### src/hw/rtl/smp_pkg.sv
// Shared constants and control types for the paired sliding-window median filter.
package smp_pkg;

	localparam int WINDOW_DEF       = 8;
	localparam int SAMPLE_WIDTH_DEF = 48;
	localparam int HELD_WIDTH       = 4;
	localparam int K_WIDTH          = 5;

	typedef struct packed {
		logic               load;
		logic               step;
		logic [K_WIDTH-1:0] k;
	} ctrl_t;

endpackage

### src/hw/rtl/smp_cell.sv
// One window cell: holds a sample, passes a circulating copy on, and counts its rank.
module smp_cell #(
	parameter int SAMPLE_WIDTH = smp_pkg::SAMPLE_WIDTH_DEF,
	parameter int RW           = 3,
	parameter int IDX          = 0
) (
	input  logic                           clk,
	input  logic                           arst_n,
	input  smp_pkg::ctrl_t                 ctrl,
	input  logic signed [SAMPLE_WIDTH-1:0] v_in,
	input  logic                           vld_in,
	input  logic signed [SAMPLE_WIDTH-1:0] c_in,
	input  logic                           cvld_in,
	output logic signed [SAMPLE_WIDTH-1:0] v,
	output logic                           vld,
	output logic signed [SAMPLE_WIDTH-1:0] c,
	output logic                           cvld,
	output logic [RW-1:0]                  rank
);

	localparam logic [smp_pkg::K_WIDTH-1:0] IDX_K = smp_pkg::K_WIDTH'(IDX);

	logic signed [SAMPLE_WIDTH-1:0] v_q;
	logic signed [SAMPLE_WIDTH-1:0] c_q;
	logic                           vld_q;
	logic                           cvld_q;
	logic [RW-1:0]                  rank_q;
	logic                           less;

	assign less = cvld_in && ((c_in < v_q) || ((c_in == v_q) && (ctrl.k <= IDX_K)));

	always_ff @(posedge clk or negedge arst_n) begin
		if (!arst_n) begin
			vld_q  <= 1'b0;
			cvld_q <= 1'b0;
		end else if (ctrl.load) begin
			vld_q  <= vld_in;
			cvld_q <= vld_in;
		end else if (ctrl.step) begin
			cvld_q <= cvld_in;
		end
	end

	always_ff @(posedge clk) begin
		if (ctrl.load) begin
			v_q    <= v_in;
			c_q    <= v_in;
			rank_q <= '0;
		end else if (ctrl.step) begin
			c_q <= c_in;
			if (less) begin
				rank_q <= rank_q + RW'(1);
			end
		end
	end

	assign v    = v_q;
	assign vld  = vld_q;
	assign c    = c_q;
	assign cvld = cvld_q;
	assign rank = rank_q;

endmodule

### src/hw/rtl/smp_chain.sv
// Row of window cells for one sample stream, with selection of the middle pair by rank.
module smp_chain #(
	parameter int WINDOW       = smp_pkg::WINDOW_DEF,
	parameter int SAMPLE_WIDTH = smp_pkg::SAMPLE_WIDTH_DEF,
	parameter int RW           = 3
) (
	input  logic                           clk,
	input  logic                           arst_n,
	input  smp_pkg::ctrl_t                 ctrl,
	input  logic signed [SAMPLE_WIDTH-1:0] sample,
	input  logic [RW-1:0]                  lo_t,
	input  logic [RW-1:0]                  hi_t,
	output logic signed [SAMPLE_WIDTH-1:0] lo_val,
	output logic signed [SAMPLE_WIDTH-1:0] hi_val
);

	logic signed [SAMPLE_WIDTH-1:0] v_w   [WINDOW];
	logic signed [SAMPLE_WIDTH-1:0] c_w   [WINDOW];
	logic                           vld_w [WINDOW];
	logic                           cvld_w[WINDOW];
	logic [RW-1:0]                  rank_w[WINDOW];

	for (genvar i = 0; i < WINDOW; i++) begin : g_cell
		smp_cell #(
			.SAMPLE_WIDTH(SAMPLE_WIDTH),
			.RW          (RW),
			.IDX         (i)
		) u_cell (
			.clk    (clk),
			.arst_n (arst_n),
			.ctrl   (ctrl),
			.v_in   ((i == 0) ? sample : v_w[(i + WINDOW - 1) % WINDOW]),
			.vld_in ((i == 0) ? 1'b1 : vld_w[(i + WINDOW - 1) % WINDOW]),
			.c_in   (c_w[(i + WINDOW - 1) % WINDOW]),
			.cvld_in(cvld_w[(i + WINDOW - 1) % WINDOW]),
			.v      (v_w[i]),
			.vld    (vld_w[i]),
			.c      (c_w[i]),
			.cvld   (cvld_w[i]),
			.rank   (rank_w[i])
		);
	end

	always_comb begin
		lo_val = '0;
		hi_val = '0;
		for (int i = 0; i < WINDOW; i++) begin
			if (vld_w[i] && (rank_w[i] == lo_t)) begin
				lo_val = lo_val | v_w[i];
			end
			if (vld_w[i] && (rank_w[i] == hi_t)) begin
				hi_val = hi_val | v_w[i];
			end
		end
	end

endmodule

### src/hw/rtl/smp_mean.sv
// Registered mean of two signed values, truncated toward zero.
module smp_mean #(
	parameter int SAMPLE_WIDTH = smp_pkg::SAMPLE_WIDTH_DEF
) (
	input  logic                           clk,
	input  logic                           en,
	input  logic signed [SAMPLE_WIDTH-1:0] a,
	input  logic signed [SAMPLE_WIDTH-1:0] b,
	output logic signed [SAMPLE_WIDTH-1:0] mean
);

	logic signed [SAMPLE_WIDTH:0] sum;
	logic signed [SAMPLE_WIDTH:0] adj;
	logic signed [SAMPLE_WIDTH-1:0] mean_q;

	assign sum = {a[SAMPLE_WIDTH-1], a} + {b[SAMPLE_WIDTH-1], b};
	assign adj = sum + {{SAMPLE_WIDTH{1'b0}}, sum[SAMPLE_WIDTH]};

	always_ff @(posedge clk) begin
		if (en) begin
			mean_q <= adj[SAMPLE_WIDTH:1];
		end
	end

	assign mean = mean_q;

endmodule

### src/hw/rtl/sliding_window_median_pair_top.sv
// Paired sliding-window median filter: two rows of ranking cells and a shared controller.
// From the accepting edge, which loads the cells, to result valid an item passes through
// WINDOW-1 rank steps while the copies circulate round the cell ring, then select and mean.
// A new item is taken only in idle, after the rank rotation, select and mean of the last one.
// A result waiting in the output register delays only the mean step of the next item.
// Reset clears the fill count, cell valid bits and output valid; samples are not cleared.
module sliding_window_median_pair_top #(
	parameter int WINDOW       = smp_pkg::WINDOW_DEF,
	parameter int SAMPLE_WIDTH = smp_pkg::SAMPLE_WIDTH_DEF
) (
	input  logic                                clk,
	input  logic                                arst_n,
	input  logic                                in_valid,
	output logic                                in_ready,
	input  logic signed [SAMPLE_WIDTH-1:0]      offset_sample,
	input  logic signed [SAMPLE_WIDTH-1:0]      rtt_sample,
	output logic                                out_valid,
	input  logic                                out_ready,
	output logic [smp_pkg::HELD_WIDTH-1:0]      samples_held,
	output logic                                converged,
	output logic signed [SAMPLE_WIDTH-1:0]      offset_median,
	output logic signed [SAMPLE_WIDTH-1:0]      rtt_median
);

	localparam int RW = (WINDOW > 1) ? $clog2(WINDOW) : 1;
	localparam int CW = $clog2(WINDOW + 1);
	localparam logic [CW-1:0] FULL = CW'(WINDOW);
	localparam logic [smp_pkg::K_WIDTH-1:0] K_LAST = smp_pkg::K_WIDTH'(WINDOW - 1);

	typedef enum logic [3:0] {
		S_IDLE = 4'b0001,
		S_RANK = 4'b0010,
		S_SEL  = 4'b0100,
		S_MEAN = 4'b1000
	} state_t;

	state_t                         state_q;
	logic [smp_pkg::K_WIDTH-1:0]    k_q;
	logic [CW-1:0]                  fill_q;
	logic                           out_valid_q;
	logic [CW-1:0]                  held_q;
	logic                           conv_q;
	smp_pkg::ctrl_t                 ctrl;
	logic                           accept;
	logic                           mean_go;
	logic [CW-1:0]                  half;
	logic [RW-1:0]                  hi_t;
	logic [RW-1:0]                  lo_t;
	logic signed [SAMPLE_WIDTH-1:0] off_lo;
	logic signed [SAMPLE_WIDTH-1:0] off_hi;
	logic signed [SAMPLE_WIDTH-1:0] rtt_lo;
	logic signed [SAMPLE_WIDTH-1:0] rtt_hi;
	logic signed [SAMPLE_WIDTH-1:0] off_lo_s1;
	logic signed [SAMPLE_WIDTH-1:0] off_hi_s1;
	logic signed [SAMPLE_WIDTH-1:0] rtt_lo_s1;
	logic signed [SAMPLE_WIDTH-1:0] rtt_hi_s1;
	logic [CW+smp_pkg::HELD_WIDTH-1:0] held_ext;

	assign in_ready = (state_q == S_IDLE);
	assign accept   = in_valid && in_ready;
	assign mean_go  = (state_q == S_MEAN) && (!out_valid_q || out_ready);

	assign ctrl.load = accept;
	assign ctrl.step = (state_q == S_RANK);
	assign ctrl.k    = k_q;

	assign half = fill_q >> 1;
	assign hi_t = half[RW-1:0];
	assign lo_t = fill_q[0] ? hi_t : (hi_t - RW'(1));

	always_ff @(posedge clk or negedge arst_n) begin
		if (!arst_n) begin
			state_q     <= S_IDLE;
			k_q         <= '0;
			fill_q      <= '0;
			out_valid_q <= 1'b0;
		end else begin
			if (out_valid_q && out_ready) begin
				out_valid_q <= 1'b0;
			end
			case (state_q)
				S_IDLE: begin
					if (accept) begin
						k_q <= smp_pkg::K_WIDTH'(1);
						if (fill_q != FULL) begin
							fill_q <= fill_q + CW'(1);
						end
						state_q <= (WINDOW > 1) ? S_RANK : S_SEL;
					end
				end
				S_RANK: begin
					if (k_q == K_LAST) begin
						state_q <= S_SEL;
					end else begin
						k_q <= k_q + smp_pkg::K_WIDTH'(1);
					end
				end
				S_SEL: begin
					state_q <= S_MEAN;
				end
				S_MEAN: begin
					if (mean_go) begin
						out_valid_q <= 1'b1;
						state_q     <= S_IDLE;
					end
				end
				default: begin
					state_q <= S_IDLE;
				end
			endcase
		end
	end

	always_ff @(posedge clk) begin
		if (state_q == S_SEL) begin
			off_lo_s1 <= off_lo;
			off_hi_s1 <= off_hi;
			rtt_lo_s1 <= rtt_lo;
			rtt_hi_s1 <= rtt_hi;
		end
		if (mean_go) begin
			held_q <= fill_q;
			conv_q <= (fill_q == FULL);
		end
	end

	smp_chain #(
		.WINDOW      (WINDOW),
		.SAMPLE_WIDTH(SAMPLE_WIDTH),
		.RW          (RW)
	) u_off_chain (
		.clk   (clk),
		.arst_n(arst_n),
		.ctrl  (ctrl),
		.sample(offset_sample),
		.lo_t  (lo_t),
		.hi_t  (hi_t),
		.lo_val(off_lo),
		.hi_val(off_hi)
	);

	smp_chain #(
		.WINDOW      (WINDOW),
		.SAMPLE_WIDTH(SAMPLE_WIDTH),
		.RW          (RW)
	) u_rtt_chain (
		.clk   (clk),
		.arst_n(arst_n),
		.ctrl  (ctrl),
		.sample(rtt_sample),
		.lo_t  (lo_t),
		.hi_t  (hi_t),
		.lo_val(rtt_lo),
		.hi_val(rtt_hi)
	);

	smp_mean #(
		.SAMPLE_WIDTH(SAMPLE_WIDTH)
	) u_off_mean (
		.clk (clk),
		.en  (mean_go),
		.a   (off_lo_s1),
		.b   (off_hi_s1),
		.mean(offset_median)
	);

	smp_mean #(
		.SAMPLE_WIDTH(SAMPLE_WIDTH)
	) u_rtt_mean (
		.clk (clk),
		.en  (mean_go),
		.a   (rtt_lo_s1),
		.b   (rtt_hi_s1),
		.mean(rtt_median)
	);

	assign held_ext     = {{smp_pkg::HELD_WIDTH{1'b0}}, held_q};
	assign samples_held = held_ext[smp_pkg::HELD_WIDTH-1:0];
	assign converged    = conv_q;
	assign out_valid    = out_valid_q;

`ifndef SYNTHESIS
	a_accept_blocks: assert property (@(posedge clk) disable iff (!arst_n)
		accept |=> !in_ready)
		else $error("item accepted while another is still being ranked");

	a_fill_bound: assert property (@(posedge clk) disable iff (!arst_n)
		fill_q <= FULL)
		else $error("fill count beyond window depth");

	a_mean_waits: assert property (@(posedge clk) disable iff (!arst_n)
		(state_q == S_MEAN) && out_valid_q && !out_ready |=> (state_q == S_MEAN) && out_valid_q)
		else $error("pending result overwritten");

	a_out_nonempty: assert property (@(posedge clk) disable iff (!arst_n)
		out_valid_q |-> (held_q != '0))
		else $error("result with empty window");
`endif

endmodule
### config.mk
export PLATFORM = sky130hd
export DESIGN_NAME = sliding_window_median_pair_top
export DESIGN_NICKNAME = d
export VERILOG_FILES = /design/src/hw/rtl/smp_pkg.sv /design/src/hw/rtl/smp_cell.sv /design/src/hw/rtl/smp_chain.sv /design/src/hw/rtl/smp_mean.sv /design/src/hw/rtl/sliding_window_median_pair_top.sv
export SDC_FILE = /design/constraint.sdc
export NUM_CORES = 2
export LEC_CHECK = 0
export ABC_AREA = 1
export BUFFER_PORTS_ARGS = -buffer_cell sky130_fd_sc_hd__buf_4
export CORE_MARGIN = 2
export CORE_UTILIZATION = 60
export DETAILED_ROUTE_END_ITERATION = 10
export GPL_TIMING_DRIVEN = 0
export PLACE_DENSITY = 0.77
export SLEW_MARGIN = 20
export SYNTH_ARGS = -nofsm -noshare
export SYNTH_HDL_FRONTEND = slang
export SYNTH_HIERARCHICAL = 1
export SYNTH_SLANG_ARGS = --single-unit
### constraint.sdc
create_clock -name clk -period 13.4 [get_ports clk]
set_input_delay 3.35 -clock clk [delete_from_list [all_inputs] [get_ports clk]]
set_output_delay 3.35 -clock clk [all_outputs]
set_load 0.05 [all_outputs]
After elaboration in Yosys (flattened, before gate mapping):

Cells that the tools add are included.

* bits of input ports: 100
* output and inout port bits: 103
* register bits: 1915
* logic and storage cells: 431

* bitwise logic cells: 28
* mux-type cells: 107
* reduce and logical (&&, ||, !) cells: 106
* add/subtract/negate cells: 23
* magnitude comparators: 24
* equal/unequal tests: 59

Operator list (count)
* 48-bit 2-to-1 mux: 64
* 48-bit OR: 28
* 48-bit == test: 16
* 48-bit < comparator: 16
* 48-bit by 48-bit adder with 49-bit output: 2
* 49-bit by 1-bit adder with 49-bit output: 2
* 3-bit == test: 32
* 1-bit logical AND: 67
* 3-bit by 1-bit adder with 3-bit output, second input constant: 16
* 1-bit 2-to-1 mux: 35
* 2-bit AND reduction: 16
* 5-bit by 3-bit less-or-equal comparator with 1-bit output, second input constant: 4
* 1-bit logical OR: 17
* 4-bit one-hot mux with 4 select lines: 1
* 4-bit 2-to-1 mux: 3
* 5-bit by 1-bit less-or-equal comparator with 1-bit output, second input constant: 2
* 5-bit by 2-bit less-or-equal comparator with 1-bit output, second input constant: 2
* 5-bit 2-to-1 mux: 2
* 5-bit one-hot mux with 2 select lines: 1
* 3-bit AND reduction: 3
* 4-bit == test, second input constant: 2
* 5-bit by 1-bit adder with 5-bit output, second input constant: 1
* 5-bit by 3-bit == test with 1-bit output, second input constant: 1
* 4-bit by 1-bit adder with 4-bit output, second input constant: 1
* 10 further kinds: 13

Logic depth before layout (Yosys ltp):

* word-level depth: 19
* gate-level depth with buffers: 31
* mapped depth without buffers: 31

By module:

Netlist, hierarchy kept.

Modules (own cells, without submodules)
* smp_chain: times used 2, sequential area each 0.0 µm², area an instance 8104.0 µm², cells an instance 1792
* smp_cell at u_off_chain.g_cell[6].u_cell ...: times used 2, sequential area each 2992.9 µm², area an instance 5124.9 µm², cells an instance 511
* smp_cell at u_off_chain.g_cell[2].u_cell ...: times used 2, sequential area each 2992.9 µm², area an instance 5099.9 µm², cells an instance 513
* smp_cell at u_off_chain.g_cell[1].u_cell ...: times used 2, sequential area each 2992.9 µm², area an instance 5083.6 µm², cells an instance 508
* smp_cell at u_off_chain.g_cell[3].u_cell ...: times used 2, sequential area each 2992.9 µm², area an instance 5083.6 µm², cells an instance 515
* smp_cell at u_off_chain.g_cell[5].u_cell ...: times used 2, sequential area each 2992.9 µm², area an instance 5082.4 µm², cells an instance 516
* smp_cell at u_off_chain.g_cell[7].u_cell ...: times used 2, sequential area each 2992.9 µm², area an instance 5077.4 µm², cells an instance 513
* smp_cell at u_off_chain.g_cell[0].u_cell ...: times used 2, sequential area each 2992.9 µm², area an instance 5059.9 µm², cells an instance 509
* smp_cell at u_off_chain.g_cell[4].u_cell ...: times used 2, sequential area each 2992.9 µm², area an instance 5056.1 µm², cells an instance 511
* smp_mean at u_off_mean: times used 1, sequential area each 1441.4 µm², area an instance 7639.8 µm², cells an instance 1397
* smp_mean at u_rtt_mean: times used 1, sequential area each 1441.4 µm², area an instance 7447.1 µm², cells an instance 1360
* sliding_window_median_pair_top: times used 1, sequential area each 6267.3 µm², area an instance 6762.7 µm², cells an instance 306

Least setup slack after synthesis:

OpenSTA, ideal clock, no wires.

* path kind: input to register
* start: input in_valid
* end: register u_off_chain.g_cell[5].u_cell.c_q[0], enable pin
* setup time: 583 ps
* cell stages on the path: 6
* data required time: 12817 ps
* path slack: -965 ps
* arrival time: 13783 ps
* path buffers: 2
* cells stage by stage: nand2_4 > clkinv_2 > buf_2 > clkinv_1 > clkbuf_1 > nand2_1

* word-level cells in the longest chain between the ends: 2

Ends and longest elaborated chain
* start, declared: line sliding_window_median_pair_top.sv:13 `input logic in_valid,`
* 1-bit logical AND: line sliding_window_median_pair_top.sv:60 `assign accept = in_valid && in_ready;`
* via accept: line sliding_window_median_pair_top.sv:44 `logic accept;`
* 2-bit nonzero test (no source line)
* end signal, assigned: line smp_cell.sv:47 `c_q <= v_in;`
* end signal, assigned: line smp_cell.sv:50 `c_q <= c_in;`
* end, declared: line smp_cell.sv:24 `logic signed [SAMPLE_WIDTH-1:0] c_q;`

The timed path passes the listed nets, and every way through them passes these cells.
A chain may end at the register's enable or synchronous reset.

Worst setup path after layout:

* start: input in_valid
* end: register u_off_chain.g_cell[0].u_cell.c_q[18], enable pin

* word-level cells in the longest chain between the ends: 2

Ends and longest elaborated chain (line)
* 1-bit logical AND: sliding_window_median_pair_top.sv:60
* via accept: sliding_window_median_pair_top.sv:44
* 2-bit nonzero test (no source line)
* end signal, assigned: smp_cell.sv:47
* end signal, assigned: smp_cell.sv:50
* end, declared: smp_cell.sv:24

The timed path passes the listed nets, and every way through them passes these cells.

==> flow_summary_export.csv <==
group,metric,value,unit
detailed_routing,dr.pass1.iters,11,
grt,globalRouteMet3Util,20.0,%
placed_design,place.gp.congestion,1.08,
clock_tree,clockBufferDepth,3,
flow_run,max_cap_violations,0,
yosys,synth_fa_ha_area_share,9.33,%
final_layout,final_core_util,66.9,%
outcome,status,"finished, violations left",
yosys,synth-xor-area-share,0.681,%
setup_path,startpoint_type,"primary input",
yosys,synth.area.top_cells,"edfxtp_1 46%, nand2_1 18%, ha_1 9.3%, nand3_1 7.6%, inv_1 5.4%",
pwr,ir_drop,0.290,mV
yosys,syn_avg_cell_area,8.05,um2
clock_tree,clk_latency,910,ps
yosys,synth_top_cell_by_area,"edfxtp_1",
yosys,synth-async-reset-ratio,2.39,%
yosys,synth_edf_count,1829,
sta,final_max_slew_viol_count,0,
die,dieArea,203000,um2
detailed_routing,ant_nets,0,
sta,finalCritPeriodShare,61.5,%
clock_tree,cts_buffers,203,
detailed_routing,drt_iter0_markers,17309,
die,die_h,450,um
placed_design,portBuffers,202,
final_layout,instances_no_fill,18114,
clock_tree,cts-root-buf,"clkbuf_16",
clock_tree,cts_resized,0,
setup_path,critPathRequiredTime,13980,ps
sta,setup-tns-final,0,ps
yosys,synth_top_area_share,46.0,%
grt,grt-ovfl-total,0,
final_layout,final_cell_area,132000,um2
die,rows,163,
yosys,yosys_warnings,6,
pwr,power.leakage,64.6,nW
sta,fin_crit,8240,ps
yosys,yosysSeqAreaShare,47.8,%
final_layout,layout.nets,16264,
placed_design,hpwl,324,mm
setup_path,cp_data_arrival_time,8820,ps
sta,worst_slew_pin_slew,1250,ps
yosys,synthSimpleGateAreaFrac,31.9,%
setup_path,cp-end-kind,"flop",
placed_design,placed_area,125000,um2
worst_hold_path,min_path_type,"flop to flop",
clock_tree,htree_levels,4,
yosys,syn_nets,15828,
detailed_routing,routed_wl,430,mm
clock_tree,cts_sinks,1923,
pwr,powerDensity,271,nW/um2
yosys,synth.most_common_cell,"nand2_1",
clock_tree,cts-hold-fix-buffers,0,
setup_path,rrSetupSlack,6880,ps
yosys,synth_compound_area_share,2.46,%
grt,antenna_found_initial,51,
clock_tree,cts_tree,"built",
sta,holdWs,521,ps
die,io_pins,203,
placed_design,dp_slack,4700,ps
outcome,violations,"design-rule violations",
grt,grt_start_max_net_pins,203,
clock_tree,cts_setup_buffers,0,
grt,grt_pass1_wl,619,mm
sta,fin_skew,61.4,ps
final_layout,nFillCells,16382,
sta,grt_setup_unrepaired,"false",
detailed_routing,routedWlPerCell,23.8,um
die,initial_core_util,60.4,%
yosys,synth_top_family_by_area,"simple AND/OR/NAND/NOR gates",
final_layout,syn2layout_area_growth,10.7,%
grt,grt-busiest-layer,"met2",
sta,clock.fmax,121,MHz
yosys,syn-cell-area,119000,um2
yosys,synth_common_cells,"5761 x nand2_1, 1829 x edfxtp_1, 1817 x nand3_1, 1725 x inv_1, 1030 x nor2_1",
yosys,synth-seq-cells,1923,
grt,grtUsageTotal,41.5,%
yosys,synthFlopType,"edfxtp_1",
detailed_routing,vias,107222,
yosys,postSynthCellCount,14839,
final_layout,drive_above_1_share,7.88,%
yosys,synth.area.mux_share,0,%
grt,grt_use_met1,54.7,%
detailed_routing,via_per_inst,5.92,
setup_path,path_max_fanout,150,
sta,slew_headroom,16.9,%
grt,grt_pass1_vias,97451,
sta,timing_hold_violations_final,0,
die,fp.dieW,450,um
clock_tree,cts.clk_slew.worst_paths,60,ps
sta,setup_ws,5160,ps
detailed_routing,remaining_drc_errors,2,
setup_path,critical_path_class,"primary input to flop",
sta,setup_viol,0,
die,coreArea,198000,um2
grt,use_met2,56.2,%
placed_design,dp_cells,17709,
pwr,p_total,35.8,mW
yosys,synth.distinct_cells,53,
-- cells by family (layout without fill, tap and decap cells) --
family / count (synthesis) / count (layout)
AO/OA/AOI/OAI: 538 / 538
AND/OR/NAND/NOR: 9104 / 9104
buffers and inverters: 2297 / 2910
adder cells (fa/ha/maj): 889 / 889
other: 2 / 24
flip-flops: 1923 / 1923
XOR/XNOR: 86 / 86
-- layout by cell type (no fill, tap or decap), drive strengths merged, types with 51 or more instances in the layout --
| cell type | n |
|---|---|
| nand2 | 5852 |
| nor3 | 51 |
| nor2 | 1181 |
| a21oi | 369 |
| xor2 | 53 |
| clkbuf | 465 |
| clkinv | 108 |
| edfxtp | 1829 |
| o21ai | 84 |
| nand4 | 132 |
| ha | 887 |
| inv | 1775 |
| nand3 | 1850 |
| buf | 513 |
-- state kept, by name, summed over array words and instances, names as in the netlist --
name	flops
out_valid	1
rtt_hi_s1	48
converged	1
u_rtt_chain/g_cell.u_cell/v	384
u_off_chain/g_cell.u_cell/rank	24
k_q	5
u_off_mean/mean	48
u_rtt_chain/g_cell.u_cell/rank	24
u_off_chain/g_cell.u_cell/vld	8
u_rtt_chain/g_cell.u_cell/vld	8
u_off_chain/g_cell.u_cell/v	384
state_q	4
u_rtt_chain/g_cell.u_cell/c	384
u_off_chain/g_cell.u_cell/c	384
u_rtt_mean/mean	48
u_rtt_chain/g_cell.u_cell/cvld	8
fill_q	4
off_hi_s1	48
u_off_chain/g_cell.u_cell/cvld	8
off_lo_s1	48
rtt_lo_s1	48
samples_held	4
-- power by group --
part	leakage [nW]	internal, mW	total (mW)	switching (mW)
Clock	3.43	3.48	6.04	2.56
Sequential	18.1	9.99	11.9	1.91
Combinational	43.1	4.54	17.9	13.3
-- final cells by class --
cell class              count  area, um2  share of cell area [%]
flip-flops and latches   1923      57000                    43.2
multi-input cells       10619      53100                    40.2
inverters                1789       6750                    5.11
clock buffers             239       5320                    4.02
well taps                2640       3300                    2.50
plain buffers             508       2660                    2.01
repair buffers            231       2180                    1.65
clock inverters           143       1750                    1.32
diodes                     22       55.1                  0.0417
-- layer usage --
metal | vias up | wire, um | share of wire [%]
li1 | 49033 | - | -
met1 | 49140 | 157000 | 37
met2 | 7693 | 168000 | 39
met3 | 1320 | 78400 | 18
met4 | 36 | 25800 | 6.0
met5 | - | 497 | 0.12
-- worst max-delay path, cell delays in order --
cell       delay (ps)
buf_4             120
nand2_4           130
clkinv_16          90
buf_16            330
buf_16            470
buf_16            570
clkbuf_1          940
clkinv_1          980
clkbuf_1          590
nand2_4           440
buf_12            270
-- path summary, 6_finish.rpt --
| path | startpoint | endpoint | cells past startpoint |
|---|---|---|---|
| max reg2reg | state_q[0] | u_off_chain/g_cell[0].u_cell/c[18] | 12 |
| min reg2reg | u_rtt_chain/g_cell[2].u_cell/c[3] | u_rtt_chain/g_cell[3].u_cell/c[3] | 2 |
| max in group asynchronous | arst_n | u_off_chain/g_cell[3].u_cell/cvld | 1 |
| min | u_rtt_chain/g_cell[2].u_cell/c[3] | u_rtt_chain/g_cell[3].u_cell/c[3] | 2 |
| min in group asynchronous | arst_n | out_valid | 1 |
| max | in_valid | u_off_chain/g_cell[0].u_cell/c[18] | 11 |
No activity file was read; power rests on OpenSTA's default activity.
